==> src/rtl/core/hss_pkg.sv <==
// Shared types and constants for the household SIS event-step block.
// No dependencies; imported by hss_div and household_sis_gillespie_step.
`timescale 1ns / 1ps

package hss_pkg;

   // per-household count width (susceptible and infected)
   localparam int CNT_W = 4;
   localparam logic [CNT_W-1:0] CNT_MAX = '1;

   // one seeded household per this many households on init
   localparam int SEED_DIV = 10;

   // request opcodes
   localparam logic OP_INIT = 1'b0;
   localparam logic OP_STEP = 1'b1;

   // event kinds
   localparam logic KIND_INFECT  = 1'b0;
   localparam logic KIND_RECOVER = 1'b1;

   // register map (word index)
   localparam int CFG_AW = 5;
   localparam logic [2:0] REG_ALPHA  = 3'd0;
   localparam logic [2:0] REG_BETA   = 3'd1;
   localparam logic [2:0] REG_GAMMA  = 3'd2;
   localparam logic [2:0] REG_HOUSES = 3'd3;
   localparam logic [2:0] REG_PEOPLE = 3'd4;

   localparam logic [15:0] ALPHA_RST  = 16'd410;
   localparam logic [15:0] BETA_RST   = 16'd410;
   localparam logic [15:0] GAMMA_RST  = 16'd614;
   localparam logic [11:0] HOUSES_RST = 12'd1500;
   localparam logic [3:0]  PEOPLE_RST = 4'd2;

   typedef struct packed {
      logic busy;
      logic done;
   } div_status_type;

endpackage

==> src/rtl/core/hss_div.sv <==
// Restoring divider, one quotient bit per cycle.
// Depends on hss_pkg (status struct).
`timescale 1ns / 1ps

module hss_div import hss_pkg::*; #(
   parameter int W = 36
) (
   input  logic           clock,
   input  logic           reset,
   input  logic           start,
   input  logic [W-1:0]   num,
   input  logic [W-1:0]   den,
   output div_status_type stat,
   output logic [W-1:0]   quo,
   output logic [W-1:0]   rem
);

   localparam int CNTW = $clog2(W + 1);

   logic [W-1:0]    quo_ff, rem_ff, den_ff;
   logic [CNTW-1:0] cnt_ff;
   logic            busy_ff, done_ff;
   logic [W:0]      trial, diff;
   logic            ge;

   assign trial = {rem_ff, quo_ff[W-1]};
   assign ge    = trial >= {1'b0, den_ff};
   assign diff  = trial - {1'b0, den_ff};

   always_ff @(posedge clock) begin
      if (reset) begin
         busy_ff <= 1'b0;
         done_ff <= 1'b0;
         cnt_ff  <= '0;
      end else begin
         done_ff <= 1'b0;
         if (start && !busy_ff) begin
            quo_ff  <= num;
            rem_ff  <= '0;
            den_ff  <= den;
            cnt_ff  <= CNTW'(W);
            busy_ff <= 1'b1;
         end else if (busy_ff) begin
            quo_ff <= {quo_ff[W-2:0], ge};
            rem_ff <= ge ? diff[W-1:0] : trial[W-1:0];
            cnt_ff <= cnt_ff - 1'b1;
            if (cnt_ff == CNTW'(1)) begin
               busy_ff <= 1'b0;
               done_ff <= 1'b1;
            end
         end
      end
   end

   assign stat.busy = busy_ff;
   assign stat.done = done_ff;
   assign quo       = quo_ff;
   assign rem       = rem_ff;

endmodule

==> config.mk <==
export PLATFORM = sky130hd
export DESIGN_NAME = hss_div
export DESIGN_NICKNAME = d
export VERILOG_FILES = /design/src/rtl/core/hss_pkg.sv /design/src/rtl/core/hss_div.sv
export SDC_FILE = /design/constraint.sdc
export NUM_CORES = 1
export LEC_CHECK = 0
export BUFFER_PORTS_ARGS = -buffer_cell sky130_fd_sc_hd__clkbuf_2
export CAP_MARGIN = 25
export CORE_MARGIN = 4
export CORE_UTILIZATION = 45
export DETAILED_ROUTE_END_ITERATION = 12
export HOLD_SLACK_MARGIN = 0.12
export PLACE_DENSITY = 0.68
export SLEW_MARGIN = 10
export SYNTH_ARGS = -nofsm -noshare
export SYNTH_HDL_FRONTEND = slang
export SYNTH_SLANG_ARGS = --single-unit
==> constraint.sdc <==
create_clock -name clock -period 5.4 [get_ports clock]
set_clock_uncertainty 0.15 [all_clocks]
set_input_delay 0.81 -clock clock [delete_from_list [all_inputs] [get_ports clock]]
set_output_delay 0.81 -clock clock [all_outputs]
set_load 0.02 [all_outputs]
## After elaboration in Yosys (flattened, before gate mapping)

Index checks and enable logic that the tools add are counted.

| word-level totals | value |
|---|---|
| register bits after elaboration | 116 |
| input bits | 75 |
| output and inout bits | 74 |
| word-level logic and storage cells | 30 |

| operators by class | value |
|---|---|
| add/sub/neg operators | 2 |
| $lt $le $gt $ge | 1 |
| eq/ne operators | 1 |
| multiplexer cells | 10 |
| bitwise logic cells | 2 |
| reduce and logical (&&, ||, !) cells | 7 |

Operators by type and width:

| kind | count |
|---|---|
| 36-bit two-way mux | 4 |
| 37-bit by 36-bit >= comparator with 1-bit output | 1 |
| 36-bit subtractor | 1 |
| 6-bit two-way mux | 2 |
| 6-bit by 1-bit equality test with 1-bit output (second input constant) | 1 |
| 6-bit by 1-bit subtractor with 6-bit output (second input constant) | 1 |
| 1-bit two-way mux | 4 |
| 2-bit AND reduction | 2 |
| 3-bit OR reduction | 1 |
| 1-bit NOT | 2 |
| 2-bit nonzero test | 1 |
| 2-bit OR reduction | 1 |
| 1-bit logical AND | 1 |
| 1-bit zero test | 1 |

## Longest topological paths before layout

| logic depth | value |
|---|---|
| depth after elaboration | 4 |
| mapped depth | 13 |
| depth with buffers taken out | 12 |

## Worst setup path after synthesis

No wires, ideal clock.

| timing | value |
|---|---|
| kind | input port to flip-flop |
| start | input reset |
| end | register quo_ff[0] (netlist: quo[0]), enable pin |
| library setup time | 0.502 ns |
| data arrival time | 4.035 ns |
| data required time | 4.748 ns |
| setup slack | 0.712 ns |
| cell stages on the path | 2 |
| path buffers | 1 |
| cells stage by stage | clkbuf_1 nor2_1 |

| between the ends | value |
|---|---|
| cells in the longest elaborated chain, start to end | 2 |

Ends and longest elaborated chain:

| what | line | source |
|---|---|---|
| start, declared | hss_div.sv:9 | `input logic reset,` |
| 1-bit NOT (no source line) | - |  |
| 2-bit AND reduction (no source line) | - |  |
| end signal, assigned | hss_div.sv:38 | `quo_ff <= num;` |
| end signal, assigned | hss_div.sv:44 | `quo_ff <= {quo_ff[W-2:0], ge};` |
| end, declared | hss_div.sv:20 | `logic [W-1:0] quo_ff, rem_ff, den_ff;` |

Every way passes these cells.
A chain may end at the register's enable or synchronous reset.

## Worst setup path in the final report

| timing | value |
|---|---|
| start | register rem_ff[7] (netlist: rem[7]) |
| end | register rem_ff[19] (netlist: rem[19]) (data pin) |

| between the ends | value |
|---|---|
| cells in the longest elaborated chain, start to end | 3 |
| elaborated cells between the ends (all ways) | 4 |
| those cells by class | add/sub: 1; order compare: 1; mux: 2 |

Ends and longest elaborated chain:

| what | line | source |
|---|---|---|
| start, declared | hss_div.sv:20 |  |
| start signal, assigned | hss_div.sv:45 | `rem_ff <= ge ? diff[W-1:0] : trial[W-1:0];` |
| 36-bit subtractor or 37-bit by 36-bit >= comparator with 1-bit output (tied branches) | hss_div.sv:28, hss_div.sv:27 |  |
| 36-bit two-way mux * | hss_div.sv:45 |  |
| 36-bit two-way mux * | hss_div.sv:43 | `end else if (busy_ff) begin` |

Every way passes the cells marked *; elsewhere a longest branch is shown, timed or not. The select of a mux whose other input is x is not followed.

==> flow_summary.yaml <==
route:
  wl_per_cell_um: 16.29
  drt-initial-drc-count: 297
  routed_wl_um: 16700
  via_per_inst: 5.431
  vias: 5567
  drc: 0
  ant_nets: 0
  dr.pass1.iters: 5
floorplanning:
  pin_count: 149
  rows: 44
  fp.dieH_um: 130.9
  die_w_um: 130.9
  start_util: 0.4643
  core-area_um2: 14640
  die_area_um2: 17140
power_and_ir_drop:
  power_w: 0.003223
  p_leak_nw: 3.703
  peakVddDrop_uv: 255.2
  p_per_area_nw_per_um2: 391.3
timing:
  slew_headroom: 0.3504
  hold_viol: 0
  worstMarginPinSlew_ns: 0.9721
  fmax_mhz: 273.7
  setup_viol_count_final: 0
  slew_viol_final: 0
  setup_tns_ns: 0
  final.period_utilization: 0.6765
  rsz0062_at_grt: "false"
  post-route-min-period_ns: 3.653
global_routing:
  grt_overflow_total: 0
  grt_pass1_vias: 5693
  grt_max_degree: 49
  antenna_found_initial: 0
  grt_usage: 0.2035
  grt_pass1_wl_um: 27450
synth:
  synthFlopType: "edfxtp_1"
  yosys_warnings: 0
  syn_inst: 691
  yosysUniqueCellTypes: 59
  ys_seq_elements: 116
  synth_edf_count: 108
  synth_fp_nets: 805
  avgSynthCellArea_um2: 9.839
  synthArstFlopShare: 0
  yosysSeqAreaShare: 0.5006
  synth_area_um2: 6799
worst_setup_path:
  cp-end-kind: "register"
  critPathKind: "reg2reg"
  cp.required_ns: 5.40
  crit_path_max_fanout: 28
  worstSetupStartpointType: "register"
  arrival_ns: 3.65
run:
  drv_cap: 0
placed_design:
  place_congestion: 0.9498
  hpwl_um: 12210
  io_buffer_count: 148
clock_tree:
  ctsResizeCount: 0
  cts_tree: "done"
  cts.sinks: 116
  cts_root_buf: "clkbuf_16"
  postCtsSetupBuffers: 0
  htree_levels: 4
  clk_latency_ns: 0.43
  cts_buffers: 17
  clk_pin_slew_worst_paths_ns: 0.06
  cts-hold-fix-buffers: 0
  clockBufferDepth: 2
finish:
  layout-drive-gt1-share: 0.2449
  nets: 942
  final_cell_mix: "nand2_1, clkbuf_2, edfxtp_1"
  area_growth_pct: 21.13
  diodes: 0
  layout_commonest_cell: "nand2_1"
hold_path:
  min_path_type: "reg2reg"
status:
  status: "complete, no violations"
## critical path: stages, from the launching register on
cell and delay [ns]:
edfxtp_1 0.41, ha_1 0.39, a21oi_1 0.28, o22ai_1 0.15
a211oi_1 0.44, nand2_2 0.14, a2111oi_4 0.40, o21a_4 0.37
nor2_4 0.17, buf_16 0.25, nor2_1 0.14, a211oi_2 0.06
## cell usage after synthesis, types with 2 or more instances
master,number,share of area
nand4_1,9,0.0083
xnor2_1,20,0.026
clkbuf_1,20,0.011
dfxtp_1,8,0.024
o21ai_1,2,0.0015
nor2_1,30,0.017
nand2_2,2,0.0018
or3_1,4,0.0037
a21oi_1,53,0.039
o21a_1,4,0.0044
buf_2,7,0.0052
o21bai_1,3,0.0033
a21o_1,25,0.028
a2111oi_0,2,0.0026
nand2b_1,5,0.0046
buf_4,4,0.0044
a211oi_1,6,0.0066
o221ai_1,2,0.0026
nor3_1,9,0.0066
ha_1,38,0.070
xor2_1,15,0.019
o21ai_0,41,0.030
a211oi_2,6,0.011
a31o_2,2,0.0026
o22ai_1,7,0.0064
or2_2,2,0.0018
nand2_1,156,0.086
o211ai_1,7,0.0077
buf_6,4,0.0066
edfxtp_1,108,0.48
a211o_1,2,0.0026
o31a_1,2,0.0026
nand3_1,9,0.0066
nor2b_1,4,0.0037
inv_1,44,0.024
and3_1,3,0.0028
a31oi_1,4,0.0037
## per-layer routing
layer | part of all wire | wire length [µm] | GRT usage
met2 | 0.46 | 7660 | 0.3302
met1 | 0.43 | 7253 | 0.2514
met3 | 0.087 | 1447 | 0.07358
met4 | 0.020 | 337 | 0.07260
met5 | 0 | 0 | 0
## where the power goes
group	total [W]	leakage [nW]	switching (W)	internal [W]
sequential	0.00117	1.10	0.0000587	0.00111
combinational	0.000994	2.34	0.000614	0.000379
clock	0.00106	0.269	0.000428	0.000633
total	0.00322	3.70	0.00110	0.00212
## cell type report
cell class              count  area (µm²)
clock buffers              17       425.4
fillers                  1317        6409
multi-input cells         496        3068
well taps                 184       230.2
flip-flops and latches    116        3403
repair buffers            153       810.8
inverters                  44       165.2
clock inverters            15       132.6
## cells by family (layout without fill, tap and decap cells)
| group | after synthesis | count (layout) | share of synthesized area |
|---|---|---|---|
| XOR/XNOR | 35 | 35 | 0.04509 |
| buffers and inverters | 79 | 229 | 0.05153 |
| AND/OR/NAND/NOR | 241 | 241 | 0.1529 |
| adder cells (fa/ha/maj) | 39 | 39 | 0.07288 |
| flip-flops | 116 | 116 | 0.5006 |
| AO/OA/AOI/OAI | 181 | 181 | 0.1770 |
## metrics by stage
step / area (µm²) / setup WS [ns] / instances / hold WS, ns / utilization
detailed placement: 7650 / 1.446 / 992 / 0.3472 / 0.5224
global placement: 7630 / 1.577 / 991 / 0.3266 / 0.5210
finish: 8235 / 1.747 / 1025 / 0.3596 / 0.5624
CTS: 8208 / 1.425 / 1024 / 0.3609 / 0.5605
global route: 8235 / 1.528 / 1025 / 0.3836 / 0.5624
floorplan: 6799 / 0.7124 / 691 / 0.3058 / -
## sequential cells by signal, indices dropped and copies added, names as in the netlist
| name | count |
|---|---|
| cnt_ff | 6 |
| quo | 36 |
| den_ff | 36 |
| done_ff | 1 |
| busy_ff | 1 |
| rem | 36 |
## worst paths after layout
check / startpoint / endpoint / slack, ns / cells past startpoint
worst max-delay path: rem[7]$_SDFFCE_PP0P_ / rem[19]$_SDFFCE_PP0P_ / 1.75 / 11
worst min-delay path: cnt_ff[1]$_SDFFE_PP0P_ / cnt_ff[1]$_SDFFE_PP0P_ / 0.36 / 2
worst max register to register: rem[7]$_SDFFCE_PP0P_ / rem[19]$_SDFFCE_PP0P_ / 1.75 / 11
worst min register to register: cnt_ff[1]$_SDFFE_PP0P_ / cnt_ff[1]$_SDFFE_PP0P_ / 0.36 / 2
Power figures use the tool's default switching activity.
